File: src/hdl/observer_state_feedback_euler_sim_unit_defines.svh
// Assertion macros shared by the observer simulation RTL.
`ifndef OBSERVER_STATE_FEEDBACK_EULER_SIM_UNIT_DEFINES_SVH
`define OBSERVER_STATE_FEEDBACK_EULER_SIM_UNIT_DEFINES_SVH

// The property must hold in the same cycle as its trigger.
`define OSF_ASSERT_SAME(label, clk, rst_n, cond, prop, msg) \
    label: assert property (@(posedge clk) disable iff (!rst_n) (cond) |-> (prop)) \
        else $error(msg);

// The property must hold in the cycle after its trigger.
`define OSF_ASSERT_NEXT(label, clk, rst_n, cond, prop, msg) \
    label: assert property (@(posedge clk) disable iff (!rst_n) (cond) |=> (prop)) \
        else $error(msg);

`endif

File: src/hdl/osf_pkg.sv
// Shared types, constants and the per-step micro-operation table of the observer simulation.
package osf_pkg;

    localparam int CFG_IDX_W     = 2;
    localparam int CFG_DATA_W    = 48;
    localparam int DT_W          = 24;
    localparam int DT_FRAC       = 24;
    localparam int OUT_W         = 48;
    localparam int STEPS_W       = 12;
    localparam int ELAPSED_W     = 32;
    localparam int DIGIT_BITS    = 16;
    localparam int COEF_INT_BITS = 10;
    localparam int UOP_IDX_W     = 4;

    localparam logic [CFG_IDX_W-1:0] CFG_DT_STEP          = 2'd0;
    localparam logic [CFG_IDX_W-1:0] CFG_INITIAL_POSITION = 2'd1;
    localparam logic [CFG_IDX_W-1:0] CFG_INITIAL_VELOCITY = 2'd2;

    localparam logic [DT_W-1:0]              DT_RESET       = 24'd16777;
    localparam logic signed [CFG_DATA_W-1:0] INIT_POS_RESET = 48'sd838860800;
    localparam logic signed [CFG_DATA_W-1:0] INIT_VEL_RESET = -48'sd335544320;

    typedef enum logic [3:0] {
        SRC_ZERO,
        SRC_X1,
        SRC_X2,
        SRC_N1,
        SRC_N2,
        SRC_U,
        SRC_T1,
        SRC_TQ,
        SRC_PROD
    } src_t;

    typedef enum logic [2:0] {
        COEF_DT,
        COEF_4P9,
        COEF_0P25,
        COEF_819P6,
        COEF_408,
        COEF_102,
        COEF_M200,
        COEF_204P9
    } coef_t;

    typedef enum logic [2:0] {
        DST_NX1,
        DST_NX2,
        DST_NN1,
        DST_NN2,
        DST_NU,
        DST_T1,
        DST_TQ
    } dst_t;

    typedef struct packed {
        logic  use_mul;
        src_t  mul_src;
        coef_t coef;
        src_t  alu_a;
        src_t  alu_b;
        logic  alu_sub;
        dst_t  dst;
    } uop_t;

    typedef struct packed {
        logic reload;
        logic clear_flag;
        logic mul_acc;
        logic mul_round;
        logic alu_en;
        logic commit;
        logic out_load;
        uop_t uop;
    } dp_cmd_t;

    typedef struct packed {
        logic mul_last;
    } dp_status_t;

    localparam logic [UOP_IDX_W-1:0] UOP_LAST = 4'd13;

    function automatic uop_t mk_uop(input logic use_mul, input src_t mul_src,
                                    input coef_t coef, input src_t alu_a,
                                    input src_t alu_b, input logic alu_sub,
                                    input dst_t dst);
        uop_t u;
        u.use_mul = use_mul;
        u.mul_src = mul_src;
        u.coef    = coef;
        u.alu_a   = alu_a;
        u.alu_b   = alu_b;
        u.alu_sub = alu_sub;
        u.dst     = dst;
        return u;
    endfunction

    // One Euler step. New states go to the NX/NN/NU registers so that every
    // operation sees the values from before the step; commit copies them over.
    function automatic uop_t uop_entry(input logic [UOP_IDX_W-1:0] idx);
        uop_t u;
        unique case (idx)
            4'd0:    u = mk_uop(1'b1, SRC_X2, COEF_DT, SRC_X1, SRC_PROD, 1'b0, DST_NX1);
            4'd1:    u = mk_uop(1'b1, SRC_X1, COEF_4P9, SRC_PROD, SRC_ZERO, 1'b0, DST_T1);
            4'd2:    u = mk_uop(1'b1, SRC_U, COEF_0P25, SRC_PROD, SRC_ZERO, 1'b0, DST_TQ);
            4'd3:    u = mk_uop(1'b0, SRC_ZERO, COEF_DT, SRC_T1, SRC_TQ, 1'b1, DST_T1);
            4'd4:    u = mk_uop(1'b1, SRC_T1, COEF_DT, SRC_X2, SRC_PROD, 1'b0, DST_NX2);
            4'd5:    u = mk_uop(1'b1, SRC_N1, COEF_819P6, SRC_PROD, SRC_ZERO, 1'b0, DST_T1);
            4'd6:    u = mk_uop(1'b1, SRC_N2, COEF_408, SRC_T1, SRC_PROD, 1'b0, DST_NU);
            4'd7:    u = mk_uop(1'b0, SRC_ZERO, COEF_DT, SRC_X1, SRC_N1, 1'b1, DST_T1);
            4'd8:    u = mk_uop(1'b1, SRC_T1, COEF_102, SRC_PROD, SRC_N2, 1'b0, DST_T1);
            4'd9:    u = mk_uop(1'b1, SRC_T1, COEF_DT, SRC_N1, SRC_PROD, 1'b0, DST_NN1);
            4'd10:   u = mk_uop(1'b1, SRC_N1, COEF_M200, SRC_PROD, SRC_ZERO, 1'b0, DST_T1);
            4'd11:   u = mk_uop(1'b1, SRC_X1, COEF_204P9, SRC_T1, SRC_PROD, 1'b0, DST_T1);
            4'd12:   u = mk_uop(1'b0, SRC_ZERO, COEF_DT, SRC_T1, SRC_TQ, 1'b1, DST_T1);
            4'd13:   u = mk_uop(1'b1, SRC_T1, COEF_DT, SRC_N2, SRC_PROD, 1'b0, DST_NN2);
            default: u = mk_uop(1'b0, SRC_ZERO, COEF_DT, SRC_ZERO, SRC_ZERO, 1'b0, DST_T1);
        endcase
        return u;
    endfunction

endpackage

File: src/hdl/osf_if.sv
// Request and result channel interfaces of the observer simulation.
interface osf_req_if;
    logic                             valid;
    logic                             ready;
    logic [osf_pkg::STEPS_W-1:0]      step_count;
    logic                             restart;

    modport source (output valid, output step_count, output restart, input ready);
    modport sink (input valid, input step_count, input restart, output ready);
endinterface

interface osf_rsp_if;
    logic                             valid;
    logic                             ready;
    logic signed [osf_pkg::OUT_W-1:0] plant_position;
    logic signed [osf_pkg::OUT_W-1:0] plant_velocity;
    logic signed [osf_pkg::OUT_W-1:0] observer_first;
    logic signed [osf_pkg::OUT_W-1:0] observer_second;
    logic signed [osf_pkg::OUT_W-1:0] control_drive;
    logic [osf_pkg::ELAPSED_W-1:0]    elapsed_steps;
    logic                             saturated;

    modport source (
        output valid, output plant_position, output plant_velocity,
        output observer_first, output observer_second, output control_drive,
        output elapsed_steps, output saturated, input ready
    );
    modport sink (
        input valid, input plant_position, input plant_velocity,
        input observer_first, input observer_second, input control_drive,
        input elapsed_steps, input saturated, output ready
    );
endinterface

File: src/hdl/osf_ctrl.sv
// Sequencer that walks the micro-operations of each Euler step and handles both channels.
`include "observer_state_feedback_euler_sim_unit_defines.svh"

module osf_ctrl #(
    parameter int MAX_STEPS = 4095
) (
    input  logic                        clk,
    input  logic                        rst_n,
    input  logic                        in_valid,
    output logic                        in_ready,
    input  logic [osf_pkg::STEPS_W-1:0] step_count,
    input  logic                        restart,
    output logic                        out_valid,
    input  logic                        out_ready,
    input  osf_pkg::dp_status_t         status,
    output osf_pkg::dp_cmd_t            cmd
);

    localparam int SCW  = $clog2(MAX_STEPS + 1);
    localparam int CMPW = (SCW > osf_pkg::STEPS_W) ? SCW : osf_pkg::STEPS_W;

    typedef enum logic [2:0] {
        ST_IDLE,
        ST_MUL,
        ST_ROUND,
        ST_ALU,
        ST_COMMIT,
        ST_DONE
    } state_t;

    state_t                           state_reg, state_next;
    logic [osf_pkg::UOP_IDX_W-1:0]    uop_idx_reg, uop_idx_next;
    logic [SCW-1:0]                   remaining_reg, remaining_next;
    logic                             out_valid_reg, out_valid_next;
    logic [SCW-1:0]                   clamped;
    logic [CMPW-1:0]                  count_ext;
    osf_pkg::uop_t                    uop_first;
    osf_pkg::uop_t                    uop_follow;
    state_t                           first_state;
    state_t                           follow_state;

    always_comb
    begin
        count_ext = CMPW'(step_count);
        if (count_ext > CMPW'(MAX_STEPS))
        begin
            clamped = SCW'(MAX_STEPS);
        end
        else
        begin
            clamped = SCW'(count_ext);
        end
    end

    assign uop_first    = osf_pkg::uop_entry('0);
    assign uop_follow   = osf_pkg::uop_entry(uop_idx_reg + 1'b1);
    assign first_state  = uop_first.use_mul ? ST_MUL : ST_ALU;
    assign follow_state = uop_follow.use_mul ? ST_MUL : ST_ALU;

    always_comb
    begin
        cmd            = '0;
        cmd.uop        = osf_pkg::uop_entry(uop_idx_reg);
        state_next     = state_reg;
        uop_idx_next   = uop_idx_reg;
        remaining_next = remaining_reg;
        out_valid_next = out_valid_reg && !out_ready;
        in_ready       = 1'b0;
        unique case (state_reg)
            ST_IDLE:
            begin
                in_ready = 1'b1;
                if (in_valid)
                begin
                    cmd.clear_flag = 1'b1;
                    cmd.reload     = restart;
                    remaining_next = clamped;
                    uop_idx_next   = '0;
                    state_next     = (clamped == '0) ? ST_DONE : first_state;
                end
            end
            ST_MUL:
            begin
                cmd.mul_acc = 1'b1;
                if (status.mul_last)
                begin
                    state_next = ST_ROUND;
                end
            end
            ST_ROUND:
            begin
                cmd.mul_round = 1'b1;
                state_next    = ST_ALU;
            end
            ST_ALU:
            begin
                cmd.alu_en = 1'b1;
                if (uop_idx_reg == osf_pkg::UOP_LAST)
                begin
                    state_next = ST_COMMIT;
                end
                else
                begin
                    uop_idx_next = uop_idx_reg + 1'b1;
                    state_next   = follow_state;
                end
            end
            ST_COMMIT:
            begin
                cmd.commit     = 1'b1;
                remaining_next = remaining_reg - 1'b1;
                uop_idx_next   = '0;
                state_next     = (remaining_reg == SCW'(1)) ? ST_DONE : first_state;
            end
            ST_DONE:
            begin
                // The result register may be refilled in the cycle its item is taken.
                if (!out_valid_reg || out_ready)
                begin
                    cmd.out_load   = 1'b1;
                    out_valid_next = 1'b1;
                    state_next     = ST_IDLE;
                end
            end
            default:
            begin
                state_next = ST_IDLE;
            end
        endcase
    end

    assign out_valid = out_valid_reg;

    always_ff @(posedge clk or negedge rst_n)
    begin
        if (!rst_n)
        begin
            state_reg     <= ST_IDLE;
            uop_idx_reg   <= '0;
            remaining_reg <= '0;
            out_valid_reg <= 1'b0;
        end
        else
        begin
            state_reg     <= state_next;
            uop_idx_reg   <= uop_idx_next;
            remaining_reg <= remaining_next;
            out_valid_reg <= out_valid_next;
        end
    end

    `OSF_ASSERT_SAME(a_load_when_free, clk, rst_n, cmd.out_load, (!out_valid_reg || out_ready), "result register overwritten before its item was taken")
    `OSF_ASSERT_NEXT(a_accept_blocks, clk, rst_n, (in_valid && in_ready), !in_ready, "second item accepted while one is in progress")
    `OSF_ASSERT_SAME(a_commit_counted, clk, rst_n, cmd.commit, (remaining_reg != '0), "Euler step committed with no steps left")
    `OSF_ASSERT_SAME(a_mul_for_mul_uop, clk, rst_n, cmd.mul_acc, cmd.uop.use_mul, "multiplier run for an operation without a product")

endmodule

File: src/hdl/osf_datapath.sv
// State registers, sequential multiplier with rounding and saturating adder of the observer simulation.
module osf_datapath #(
    parameter int STATE_WIDTH   = 48,
    parameter int FRACTION_BITS = 24
) (
    input  logic                               clk,
    input  logic                               rst_n,
    input  logic                               cfg_we,
    input  logic [osf_pkg::CFG_IDX_W-1:0]      cfg_index,
    input  logic [osf_pkg::CFG_DATA_W-1:0]     cfg_data,
    input  osf_pkg::dp_cmd_t                   cmd,
    output osf_pkg::dp_status_t                status,
    output logic signed [osf_pkg::OUT_W-1:0]   plant_position,
    output logic signed [osf_pkg::OUT_W-1:0]   plant_velocity,
    output logic signed [osf_pkg::OUT_W-1:0]   observer_first,
    output logic signed [osf_pkg::OUT_W-1:0]   observer_second,
    output logic signed [osf_pkg::OUT_W-1:0]   control_drive,
    output logic [osf_pkg::ELAPSED_W-1:0]      elapsed_steps,
    output logic                               saturated
);

    localparam int W    = STATE_WIDTH;
    localparam int FB   = FRACTION_BITS;
    localparam int DB   = osf_pkg::DIGIT_BITS;
    localparam int KW   = (FB + osf_pkg::COEF_INT_BITS > osf_pkg::DT_W) ?
                          (FB + osf_pkg::COEF_INT_BITS) : osf_pkg::DT_W;
    localparam int NDIG = (KW + DB - 1) / DB;
    localparam int DCW  = $clog2(NDIG);
    localparam int KPAD = NDIG * DB;
    localparam int PW   = W + KPAD;
    localparam int RW   = PW + 1;
    localparam int XW   = (W > osf_pkg::OUT_W) ? W : osf_pkg::OUT_W;

    localparam logic signed [W-1:0] SMAX = {1'b0, {(W - 1){1'b1}}};
    localparam logic signed [W-1:0] SMIN = {1'b1, {(W - 1){1'b0}}};
    localparam logic signed [W-1:0] RESET_POS = W'(osf_pkg::INIT_POS_RESET);
    localparam logic signed [W-1:0] RESET_VEL = W'(osf_pkg::INIT_VEL_RESET);

    // Coefficients rounded to nearest, ties away from zero.
    localparam logic [63:0] Q_4P9   = ((64'd49 << FB) * 64'd2 + 64'd10) / 64'd20;
    localparam logic [63:0] Q_0P25  = ((64'd1 << FB) * 64'd2 + 64'd4) / 64'd8;
    localparam logic [63:0] Q_819P6 = ((64'd8196 << FB) * 64'd2 + 64'd10) / 64'd20;
    localparam logic [63:0] Q_204P9 = ((64'd2049 << FB) * 64'd2 + 64'd10) / 64'd20;
    localparam logic [KW-1:0] K_4P9   = KW'(Q_4P9);
    localparam logic [KW-1:0] K_0P25  = KW'(Q_0P25);
    localparam logic [KW-1:0] K_819P6 = KW'(Q_819P6);
    localparam logic [KW-1:0] K_408   = KW'(64'd408 << FB);
    localparam logic [KW-1:0] K_102   = KW'(64'd102 << FB);
    localparam logic [KW-1:0] K_200   = KW'(64'd200 << FB);
    localparam logic [KW-1:0] K_204P9 = KW'(Q_204P9);

    localparam logic [RW-1:0] HALF_FB = RW'(1) << (FB - 1);
    localparam logic [RW-1:0] HALF_DT = RW'(1) << (osf_pkg::DT_FRAC - 1);
    localparam logic [RW-1:0] LIM_NEG = RW'(1) << (W - 1);
    localparam logic [RW-1:0] LIM_POS = LIM_NEG - RW'(1);

    // Configuration registers.
    logic [osf_pkg::DT_W-1:0]             dt_reg;
    logic signed [osf_pkg::CFG_DATA_W-1:0] init_pos_reg;
    logic signed [osf_pkg::CFG_DATA_W-1:0] init_vel_reg;

    // Architectural state and step scratch registers.
    logic signed [W-1:0] x1_reg, x2_reg, n1_reg, n2_reg, u_reg;
    logic signed [W-1:0] nx1_reg, nx2_reg, nn1_reg, nn2_reg, nu_reg;
    logic signed [W-1:0] t1_reg, tq_reg, prod_reg;
    logic [osf_pkg::ELAPSED_W-1:0] elapsed_reg;
    logic                          flag_reg;

    // Multiplier.
    logic [PW-1:0]        acc_reg, acc_next;
    logic [DCW-1:0]       dig_cnt_reg;
    logic signed [W-1:0]  mul_a;
    logic                 a_neg, b_neg, prod_neg, is_dt;
    logic [W-1:0]         a_mag;
    logic [KW-1:0]        b_mag;
    logic [KPAD-1:0]      b_pad;
    logic [DB-1:0]        digits [NDIG];
    logic [W+DB-1:0]      partial;
    logic [RW-1:0]        rsum, rnd, limit;
    logic [W-1:0]         rnd_low;
    logic                 rnd_clip;
    logic signed [W-1:0]  rnd_val;

    // Adder.
    logic signed [W-1:0]  alu_a, alu_b, alu_val;
    logic signed [W:0]    alu_sum;
    logic                 alu_clip;

    // Reload values.
    logic signed [XW-1:0] pos_ext, vel_ext;
    logic                 pos_fit, vel_fit;
    logic signed [W-1:0]  pos_load, vel_load;

    function automatic logic signed [W-1:0] pick(
        input osf_pkg::src_t       sel,
        input logic signed [W-1:0] x1,
        input logic signed [W-1:0] x2,
        input logic signed [W-1:0] n1,
        input logic signed [W-1:0] n2,
        input logic signed [W-1:0] u,
        input logic signed [W-1:0] t1,
        input logic signed [W-1:0] tq,
        input logic signed [W-1:0] p
    );
        logic signed [W-1:0] v;
        unique case (sel)
            osf_pkg::SRC_ZERO: v = '0;
            osf_pkg::SRC_X1:   v = x1;
            osf_pkg::SRC_X2:   v = x2;
            osf_pkg::SRC_N1:   v = n1;
            osf_pkg::SRC_N2:   v = n2;
            osf_pkg::SRC_U:    v = u;
            osf_pkg::SRC_T1:   v = t1;
            osf_pkg::SRC_TQ:   v = tq;
            osf_pkg::SRC_PROD: v = p;
            default:           v = '0;
        endcase
        return v;
    endfunction

    // Operand A is taken as sign and magnitude; the magnitude of the most
    // negative value still fits W unsigned bits.
    always_comb
    begin
        mul_a = pick(cmd.uop.mul_src, x1_reg, x2_reg, n1_reg, n2_reg, u_reg,
                     t1_reg, tq_reg, prod_reg);
        a_neg = mul_a[W-1];
        a_mag = a_neg ? (~$unsigned(mul_a) + 1'b1) : $unsigned(mul_a);
        b_neg = 1'b0;
        unique case (cmd.uop.coef)
            osf_pkg::COEF_DT:    b_mag = KW'(dt_reg);
            osf_pkg::COEF_4P9:   b_mag = K_4P9;
            osf_pkg::COEF_0P25:  b_mag = K_0P25;
            osf_pkg::COEF_819P6: b_mag = K_819P6;
            osf_pkg::COEF_408:   b_mag = K_408;
            osf_pkg::COEF_102:   b_mag = K_102;
            osf_pkg::COEF_M200:
            begin
                b_mag = K_200;
                b_neg = 1'b1;
            end
            osf_pkg::COEF_204P9: b_mag = K_204P9;
            default:             b_mag = '0;
        endcase
        b_pad = KPAD'(b_mag);
        for (int i = 0; i < NDIG; i++)
        begin
            digits[i] = b_pad[i*DB +: DB];
        end
    end

    // One 16-bit digit of the coefficient per cycle, lowest digit first.
    always_comb
    begin
        partial  = a_mag * digits[dig_cnt_reg];
        acc_next = ((dig_cnt_reg == '0) ? '0 : acc_reg)
                   + (PW'(partial) << (DB * dig_cnt_reg));
    end

    assign status.mul_last = (dig_cnt_reg == DCW'(NDIG - 1));

    always_comb
    begin
        prod_neg = a_neg ^ b_neg;
        is_dt    = (cmd.uop.coef == osf_pkg::COEF_DT);
        rsum     = RW'(acc_reg) + (is_dt ? HALF_DT : HALF_FB);
        rnd      = is_dt ? (rsum >> osf_pkg::DT_FRAC) : (rsum >> FB);
        limit    = prod_neg ? LIM_NEG : LIM_POS;
        rnd_clip = (rnd > limit);
        rnd_low  = rnd[W-1:0];
        if (rnd_clip)
        begin
            rnd_val = prod_neg ? SMIN : SMAX;
        end
        else
        begin
            rnd_val = prod_neg ? $signed(~rnd_low + 1'b1) : $signed(rnd_low);
        end
    end

    always_comb
    begin
        alu_a = pick(cmd.uop.alu_a, x1_reg, x2_reg, n1_reg, n2_reg, u_reg,
                     t1_reg, tq_reg, prod_reg);
        alu_b = pick(cmd.uop.alu_b, x1_reg, x2_reg, n1_reg, n2_reg, u_reg,
                     t1_reg, tq_reg, prod_reg);
        if (cmd.uop.alu_sub)
        begin
            alu_sum = {alu_a[W-1], alu_a} - {alu_b[W-1], alu_b};
        end
        else
        begin
            alu_sum = {alu_a[W-1], alu_a} + {alu_b[W-1], alu_b};
        end
        alu_clip = (alu_sum[W] != alu_sum[W-1]);
        if (alu_clip)
        begin
            alu_val = alu_sum[W] ? SMIN : SMAX;
        end
        else
        begin
            alu_val = alu_sum[W-1:0];
        end
    end

    // Reload values are clipped to the state range when the state is narrower.
    always_comb
    begin
        pos_ext  = XW'(init_pos_reg);
        vel_ext  = XW'(init_vel_reg);
        pos_fit  = (&pos_ext[XW-1:W-1]) || !(|pos_ext[XW-1:W-1]);
        vel_fit  = (&vel_ext[XW-1:W-1]) || !(|vel_ext[XW-1:W-1]);
        pos_load = pos_fit ? pos_ext[W-1:0] : (pos_ext[XW-1] ? SMIN : SMAX);
        vel_load = vel_fit ? vel_ext[W-1:0] : (vel_ext[XW-1] ? SMIN : SMAX);
    end

    always_ff @(posedge clk or negedge rst_n)
    begin
        if (!rst_n)
        begin
            dt_reg       <= osf_pkg::DT_RESET;
            init_pos_reg <= osf_pkg::INIT_POS_RESET;
            init_vel_reg <= osf_pkg::INIT_VEL_RESET;
            dig_cnt_reg  <= '0;
            x1_reg       <= RESET_POS;
            x2_reg       <= RESET_VEL;
            n1_reg       <= RESET_POS;
            n2_reg       <= '0;
            u_reg        <= '0;
            elapsed_reg  <= '0;
            flag_reg     <= 1'b0;
        end
        else
        begin
            if (cfg_we)
            begin
                unique case (cfg_index)
                    osf_pkg::CFG_DT_STEP:          dt_reg <= cfg_data[osf_pkg::DT_W-1:0];
                    osf_pkg::CFG_INITIAL_POSITION: init_pos_reg <= cfg_data;
                    osf_pkg::CFG_INITIAL_VELOCITY: init_vel_reg <= cfg_data;
                    default:                       ;
                endcase
            end
            if (cmd.mul_acc)
            begin
                dig_cnt_reg <= status.mul_last ? '0 : dig_cnt_reg + 1'b1;
            end
            if (cmd.reload)
            begin
                x1_reg      <= pos_load;
                n1_reg      <= pos_load;
                x2_reg      <= vel_load;
                n2_reg      <= '0;
                u_reg       <= '0;
                elapsed_reg <= '0;
            end
            else if (cmd.commit)
            begin
                x1_reg      <= nx1_reg;
                x2_reg      <= nx2_reg;
                n1_reg      <= nn1_reg;
                n2_reg      <= nn2_reg;
                u_reg       <= nu_reg;
                elapsed_reg <= elapsed_reg + 1'b1;
            end
            if (cmd.clear_flag)
            begin
                flag_reg <= cmd.reload && !(pos_fit && vel_fit);
            end
            else if ((cmd.mul_round && rnd_clip) || (cmd.alu_en && alu_clip))
            begin
                flag_reg <= 1'b1;
            end
        end
    end

    always_ff @(posedge clk)
    begin
        if (cmd.mul_acc)
        begin
            acc_reg <= acc_next;
        end
        if (cmd.mul_round)
        begin
            prod_reg <= rnd_val;
        end
        if (cmd.alu_en)
        begin
            unique case (cmd.uop.dst)
                osf_pkg::DST_NX1: nx1_reg <= alu_val;
                osf_pkg::DST_NX2: nx2_reg <= alu_val;
                osf_pkg::DST_NN1: nn1_reg <= alu_val;
                osf_pkg::DST_NN2: nn2_reg <= alu_val;
                osf_pkg::DST_NU:  nu_reg  <= alu_val;
                osf_pkg::DST_T1:  t1_reg  <= alu_val;
                osf_pkg::DST_TQ:  tq_reg  <= alu_val;
                default:          ;
            endcase
        end
    end

    // Result register; states are sign-extended before the low 48 bits are taken.
    logic signed [XW-1:0] x1_ext, x2_ext, n1_ext, n2_ext, u_ext;
    assign x1_ext = XW'(x1_reg);
    assign x2_ext = XW'(x2_reg);
    assign n1_ext = XW'(n1_reg);
    assign n2_ext = XW'(n2_reg);
    assign u_ext  = XW'(u_reg);

    always_ff @(posedge clk)
    begin
        if (cmd.out_load)
        begin
            plant_position  <= x1_ext[osf_pkg::OUT_W-1:0];
            plant_velocity  <= x2_ext[osf_pkg::OUT_W-1:0];
            observer_first  <= n1_ext[osf_pkg::OUT_W-1:0];
            observer_second <= n2_ext[osf_pkg::OUT_W-1:0];
            control_drive   <= u_ext[osf_pkg::OUT_W-1:0];
            elapsed_steps   <= elapsed_reg;
            saturated       <= flag_reg;
        end
    end

endmodule

File: src/hdl/observer_state_feedback_euler_sim_unit.sv
// Each Euler step runs its eleven products through the shared multiplier, which forms one 16-bit
// coefficient digit per cycle; a product has D = ceil(max(FB + 10, 24) / 16) digits, and with
// the default widths D is 3.
// One item is worked on at a time; the next is accepted while the last result waits.
// Reset loads the default configuration and the initial states and clears the step count.
module observer_state_feedback_euler_sim_unit #(
    parameter int STATE_WIDTH   = 48,
    parameter int FRACTION_BITS = 24,
    parameter int MAX_STEPS     = 4095
) (
    input  logic                           clk,
    input  logic                           rst_n,
    input  logic                           cfg_we,
    input  logic [osf_pkg::CFG_IDX_W-1:0]  cfg_index,
    input  logic [osf_pkg::CFG_DATA_W-1:0] cfg_data,
    osf_req_if.sink                        step_req,
    osf_rsp_if.source                      result
);

    osf_pkg::dp_cmd_t    cmd;
    osf_pkg::dp_status_t status;

    osf_ctrl #(
        .MAX_STEPS (MAX_STEPS)
    ) u_ctrl (
        .clk        (clk),
        .rst_n      (rst_n),
        .in_valid   (step_req.valid),
        .in_ready   (step_req.ready),
        .step_count (step_req.step_count),
        .restart    (step_req.restart),
        .out_valid  (result.valid),
        .out_ready  (result.ready),
        .status     (status),
        .cmd        (cmd)
    );

    osf_datapath #(
        .STATE_WIDTH   (STATE_WIDTH),
        .FRACTION_BITS (FRACTION_BITS)
    ) u_datapath (
        .clk             (clk),
        .rst_n           (rst_n),
        .cfg_we          (cfg_we),
        .cfg_index       (cfg_index),
        .cfg_data        (cfg_data),
        .cmd             (cmd),
        .status          (status),
        .plant_position  (result.plant_position),
        .plant_velocity  (result.plant_velocity),
        .observer_first  (result.observer_first),
        .observer_second (result.observer_second),
        .control_drive   (result.control_drive),
        .elapsed_steps   (result.elapsed_steps),
        .saturated       (result.saturated)
    );

endmodule

File: src/flat_wrapper.sv
// flat-port wrapper written by rule: the top's interface ports become plain ports
module observer_state_feedback_euler_sim_unit_flat 
#(
    parameter int STATE_WIDTH   = 48,
    parameter int FRACTION_BITS = 24,
    parameter int MAX_STEPS     = 4095
)
  (clk, rst_n, cfg_we, cfg_index, cfg_data, step_req_valid, step_req_step_count, step_req_restart, step_req_ready, result_valid, result_plant_position, result_plant_velocity, result_observer_first, result_observer_second, result_control_drive, result_elapsed_steps, result_saturated, result_ready);
  osf_req_if step_req_i ();
  osf_rsp_if result_i ();
  input  logic clk;
  input  logic rst_n;
  input  logic cfg_we;
  input  logic [osf_pkg::CFG_IDX_W-1:0] cfg_index;
  input  logic [osf_pkg::CFG_DATA_W-1:0] cfg_data;
  input wire logic [$bits(step_req_i.valid)-1:0] step_req_valid;
  input wire logic [$bits(step_req_i.step_count)-1:0] step_req_step_count;
  input wire logic [$bits(step_req_i.restart)-1:0] step_req_restart;
  output wire logic [$bits(step_req_i.ready)-1:0] step_req_ready;
  output wire logic [$bits(result_i.valid)-1:0] result_valid;
  output wire logic [$bits(result_i.plant_position)-1:0] result_plant_position;
  output wire logic [$bits(result_i.plant_velocity)-1:0] result_plant_velocity;
  output wire logic [$bits(result_i.observer_first)-1:0] result_observer_first;
  output wire logic [$bits(result_i.observer_second)-1:0] result_observer_second;
  output wire logic [$bits(result_i.control_drive)-1:0] result_control_drive;
  output wire logic [$bits(result_i.elapsed_steps)-1:0] result_elapsed_steps;
  output wire logic [$bits(result_i.saturated)-1:0] result_saturated;
  input wire logic [$bits(result_i.ready)-1:0] result_ready;
  assign step_req_i.valid = step_req_valid;
  assign step_req_i.step_count = step_req_step_count;
  assign step_req_i.restart = step_req_restart;
  assign step_req_ready = step_req_i.ready;
  assign result_valid = result_i.valid;
  assign result_plant_position = result_i.plant_position;
  assign result_plant_velocity = result_i.plant_velocity;
  assign result_observer_first = result_i.observer_first;
  assign result_observer_second = result_i.observer_second;
  assign result_control_drive = result_i.control_drive;
  assign result_elapsed_steps = result_i.elapsed_steps;
  assign result_saturated = result_i.saturated;
  assign result_i.ready = result_ready;
  observer_state_feedback_euler_sim_unit #(.STATE_WIDTH(STATE_WIDTH), .FRACTION_BITS(FRACTION_BITS), .MAX_STEPS(MAX_STEPS)) u_core (.clk(clk), .rst_n(rst_n), .cfg_we(cfg_we), .cfg_index(cfg_index), .cfg_data(cfg_data), .step_req(step_req_i), .result(result_i));
endmodule
File: config.mk
export PLATFORM = sky130hd
export DESIGN_NAME = observer_state_feedback_euler_sim_unit_flat
export DESIGN_NICKNAME = d
export VERILOG_FILES = /design/src/hdl/osf_pkg.sv /design/src/hdl/osf_if.sv /design/src/hdl/osf_ctrl.sv /design/src/hdl/osf_datapath.sv /design/src/hdl/observer_state_feedback_euler_sim_unit.sv /design/src/flat_wrapper.sv
export VERILOG_INCLUDE_DIRS = /design/src /design/src/hdl
export SDC_FILE = /design/constraint.sdc
export NUM_CORES = 2
export LEC_CHECK = 0
export BUFFER_PORTS_ARGS = -buffer_cell sky130_fd_sc_hd__buf_2
export CAP_MARGIN = 10
export CORE_UTILIZATION = 30
export CTS_BUF_LIST = sky130_fd_sc_hd__clkbuf_8
export CTS_CLUSTER_SIZE = 30
export DETAILED_ROUTE_END_ITERATION = 6
export PLACE_DENSITY = 0.55
export SYNTH_ARGS = -nofsm -noshare
export SYNTH_HDL_FRONTEND = slang
export SYNTH_HIERARCHICAL = 1
export SYNTH_SLANG_ARGS = --single-unit
export TNS_END_PERCENT = 5
File: constraint.sdc
create_clock -name clk -period 13.1 [get_ports clk]
set_input_delay 1.31 -clock clk [delete_from_list [all_inputs] [get_ports clk]]
set_output_delay 1.31 -clock clk [all_outputs]
set_load 0.01 [all_outputs]
# Word-level counts from Yosys, hierarchy flattened
# Memory sizes are Yosys's and may differ from the RTL's.
# Index checks and enable logic that the tools add are counted.
# totals
reg_bits	1168
rom_bits	608
in_bits	68
out_inout_bits	275
elab_cells	191
n_memories	2
# memory_table
memory	depth	word_bits	read_ports	rd_clocked_by_memory_dff	write_ports	line	source
(no name shown)	16	19	1	0	0	osf_pkg.sv:102	unique case (idx)
(no name shown)	16	19	1	0	0	osf_pkg.sv:102	
# op_classes
addsub	10
multipliers	1
order_cmp	3
eq_ne	52
n_shift	1
n_mux	57
bitwise	4
reduce_logical	30
# ops
cell	n
case mux 48 bit (8 select lines)	3
two-way mux 48 bit	17
case mux 34 bit (8 select lines)	1
adder 96 x 24 -> 97 bit, second input constant	1
adder 48 x 1 -> 48 bit, second input constant	2
adder 96 bit	1
two-way mux 96 bit	1
inverter 48 bit	2
left shift 64 x 6 -> 96 bit	1
> comparator 73 x 48 -> 1 bit	1
multiplier 48 x 16 -> 64 bit	1
two-way mux 32 bit	2
adder 48 x 48 -> 49 bit	1
two-way mux 49 bit	1
subtractor 48 x 48 -> 49 bit	1
equality test 4 x 3 -> 1 bit, second input constant	12
adder 32 x 1 -> 32 bit, second input constant	1
binary-select mux 16 bit (select 2 bit)	1
two-way mux 16 bit	2
equality test 3 bit, second input constant	9
equality test 4 x 2 -> 1 bit, second input constant	6
two-way mux 12 bit	2
case mux 12 bit (2 select lines)	1
AND reduction 2 bit	11
31 further kinds	77

# Depth between registers and ports, before layout
# An unclocked memory read counts as a cell.
# logic_depth
ltp_word	10
mapped_depth	62
mapped_depth_nobuf	55

# By module
# The synthesis kept the hierarchy.
# modules_own_cells
mod	n_inst	cells_each	area_each_um2	seq_area_each_um2
osf_datapath	1	8949	89657.2	32566.2
osf_ctrl	1	217	1741.7	500.5

# Worst setup path before layout
# No wires, ideal clock.
# synth_timing
path_type	input to register
start	in result_ready
end	reg u_core/u_datapath/control_drive[0] (netlist name), enable pin
setup_ns	0.943
arrival_time_ns	13.402
required_time_ns	12.157
slack_ns	-1.245
stages	2
n_path_buf	0
cell_sequence	nand2b_1 > nor2b_1
# synth_rtl
item	line	source
start, declared	flat_wrapper.sv:28	input wire logic [$bits(result_i.ready)-1:0] result_ready;
end signal, assigned	osf_datapath.sv:318	control_drive <= u_ext[osf_pkg::OUT_W-1:0];
end, declared	osf_datapath.sv:17	output logic signed [osf_pkg::OUT_W-1:0] control_drive,

==> flow_summary.json <==
{
  "ctsHoldBuffers": 0,
  "max_freq_mhz": 75.74,
  "grt.total_usage": 0.2652,
  "first_pass_iters": 6,
  "syn_to_final_growth_pct": 23.14,
  "num_vias": 80583,
  "dp.cells": 14299,
  "fp.dieH_um": 553.9,
  "post-dp-hpwl_um": 328100,
  "postRouteAntennaNets": 0,
  "arrival_ns": 13.96,
  "grt_pass1_wl_um": 593000,
  "avgViaCountPerCell": 5.475,
  "rows": 202,
  "htreeDepth": 4,
  "crit_path_top_delay_cell": "fa_1",
  "wire_per_inst_um": 28.29,
  "worst_slack_ns": -0.1033,
  "layout-drive-gt1-share": 0.2369,
  "cts_tree": "built",
  "die_area_um2": 306800,
  "numCtsBuffers": 206,
  "synthCells": 9163,
  "start_util": 0.3018,
  "grt_max_degree": 158,
  "drt_iter0_markers": 7860,
  "grtUsageMet2": 0.4245,
  "cts_sinks": 1168,
  "violations": "slew limit, setup timing",
  "endpoint_kind": "flop",
  "overflow": 0,
  "fin_nets": 11600,
  "rsz0062_at_grt": "true",
  "start_kind": "flop",
  "cp.required_ns": 13.86,
  "syn_nets": 10216,
  "top_usage_layer": "met2",
  "largest_reg_flops": 96,
  "cts_root_buf": "clkbuf_8",
  "setup_viol": 9,
  "max_slew_margin": -1.622,
  "max_cap_violations": 0,
  "status": "finished with violations",
  "maxSlewViolCount": 20,
  "cpMostUsedCell": "buf_4",
  "insertion_delay_ns": 1.09,
  "core_um2": 302800,
  "finalWeightedCongestion": 1.041,
  "port_buffers": 342,
  "grt_util_met1": 0.3410,
  "grt_pass1_vias": 80812,
  "crit_path_max_incr_delay_ns": 0.59,
  "fin_cells": 14718,
  "worstMarginPinSlew_ns": 3.878,
  "wl_um": 416300,
  "fp.dieW_um": 553.9,
  "period_minus_slack_ns": 13.20,
  "cts_buffer_depth": 4,
  "cp_max_fo": 10,
  "met3_usage": 0.04336,
  "drc": 0,
  "min_path_type": "in2async",
  "worstSetupPathType": "reg2reg",
  "yosysWarnings": 6,
  "pin_count": 343,
  "syn_area_per_cell_um2": 9.972,
  "hold_violations": 0,
  "syn_area_um2": 91380,
  "path_clk_slew_ns": 0.06,
  "antenna_found_initial": 33,
  "finalCritPeriodShare": 1.008,
  "skew_ns": 0.1936
}
[layout make-up]
cell class                 count  area, um^2
antenna                       16       40.04
clock buffer                 235        3234
clock inverter               150        1030
fill                       30219      190300
inverter                     779        2940
multi-input combinational   6675       54360
sequential                  1168       33070
tap                         3978        4977
timing repair buffer        1717       12870
[placed cells by master, fill, tap and decap left out, types with 161 or more instances in the layout]
master / count
a21o_1: 172
xor2_1: 166
a22oi_1: 285
buf_2: 342
ha_1: 332
nand2_1: 873
nor2b_1: 279
xnor2_1: 188
edfxtp_1: 753
mux2i_1: 272
and2_1: 199
clkbuf_8: 235
nor2_1: 705
buf_4: 1305
inv_1: 854
mux2_2: 161
a21oi_1: 405
fa_1: 639
dfrtp_1: 357
o21ai_0: 321
[critical path: cells and delay by family, from the launching register on]
kind	cells	cell delay, ns
flip-flops	1	0.38
AND/OR/NAND/NOR	10	1.93
adder cells (fa/ha/maj)	9	4.32
XOR/XNOR	2	0.24
AO/OA/AOI/OAI	20	4.23
buffers and inverters	12	1.68
multiplexers	1	0.16
[per-layer routing]
metal,share of wire,up-vias
li1,-,34998
met1,0.41,40822
met2,0.45,3826
met3,0.070,927
met4,0.066,10
met5,0.00019,-
[metrics by stage]
stage                       util  TNS, ns  cell area [um^2]  setup WS, ns  hold slack (ns)
after detailed placement  0.3537   -58.01            107100        -1.548           0.4515
after floorplan                -        0             91380        0.2444           0.4249
after CTS                 0.3700  -0.4618            112000      -0.09139           0.2809
after global routing      0.3716   -17.60            112500       -0.6677           0.3044
after global placement    0.3537   -61.66            107100        -1.538           0.4428
final                     0.3716  -0.4150            112500       -0.1033           0.2678
[repair_timing]
item,CTS,global route
endpoints found under the hold margin,0,0
setup buffers,10,5
gates resized for setup,124,93
cloned,1,0
endpoints found under the setup margin,62,63
pin swaps,13,11
[path summary, 6_finish.rpt]
| check | startpoint | end | slack (ns) | cells after the start |
|---|---|---|---|---|
| worst min register to register | u_core/u_datapath/elapsed_reg[5]$_DFFE_PN0P_ | u_core/u_datapath/elapsed_steps[5]$_DFFE_PP_ | 0.38 | 0 |
| worst max register to register | u_core/u_ctrl/uop_idx_reg[0]$_DFFE_PN0P_ | u_core/u_datapath/acc_reg[93]$_DFFE_PP_ | -0.10 | 54 |
| worst min-delay path | rst_n | u_core/u_datapath/init_pos_reg[38]$_DFFE_PN0P_ | 0.27 | 1 |
| max in group asynchronous | rst_n | u_core/u_datapath/x2_ext[13]$_DFFE_PN0P_ | 10.46 | 3 |
| worst max-delay path | u_core/u_ctrl/uop_idx_reg[0]$_DFFE_PN0P_ | u_core/u_datapath/acc_reg[93]$_DFFE_PP_ | -0.10 | 54 |
| min in group clk | u_core/u_datapath/elapsed_reg[5]$_DFFE_PN0P_ | u_core/u_datapath/elapsed_steps[5]$_DFFE_PP_ | 0.38 | 0 |
Power is not shown: default switching activity piles up to over one toggle a cycle in this logic, so the estimate is an artifact.
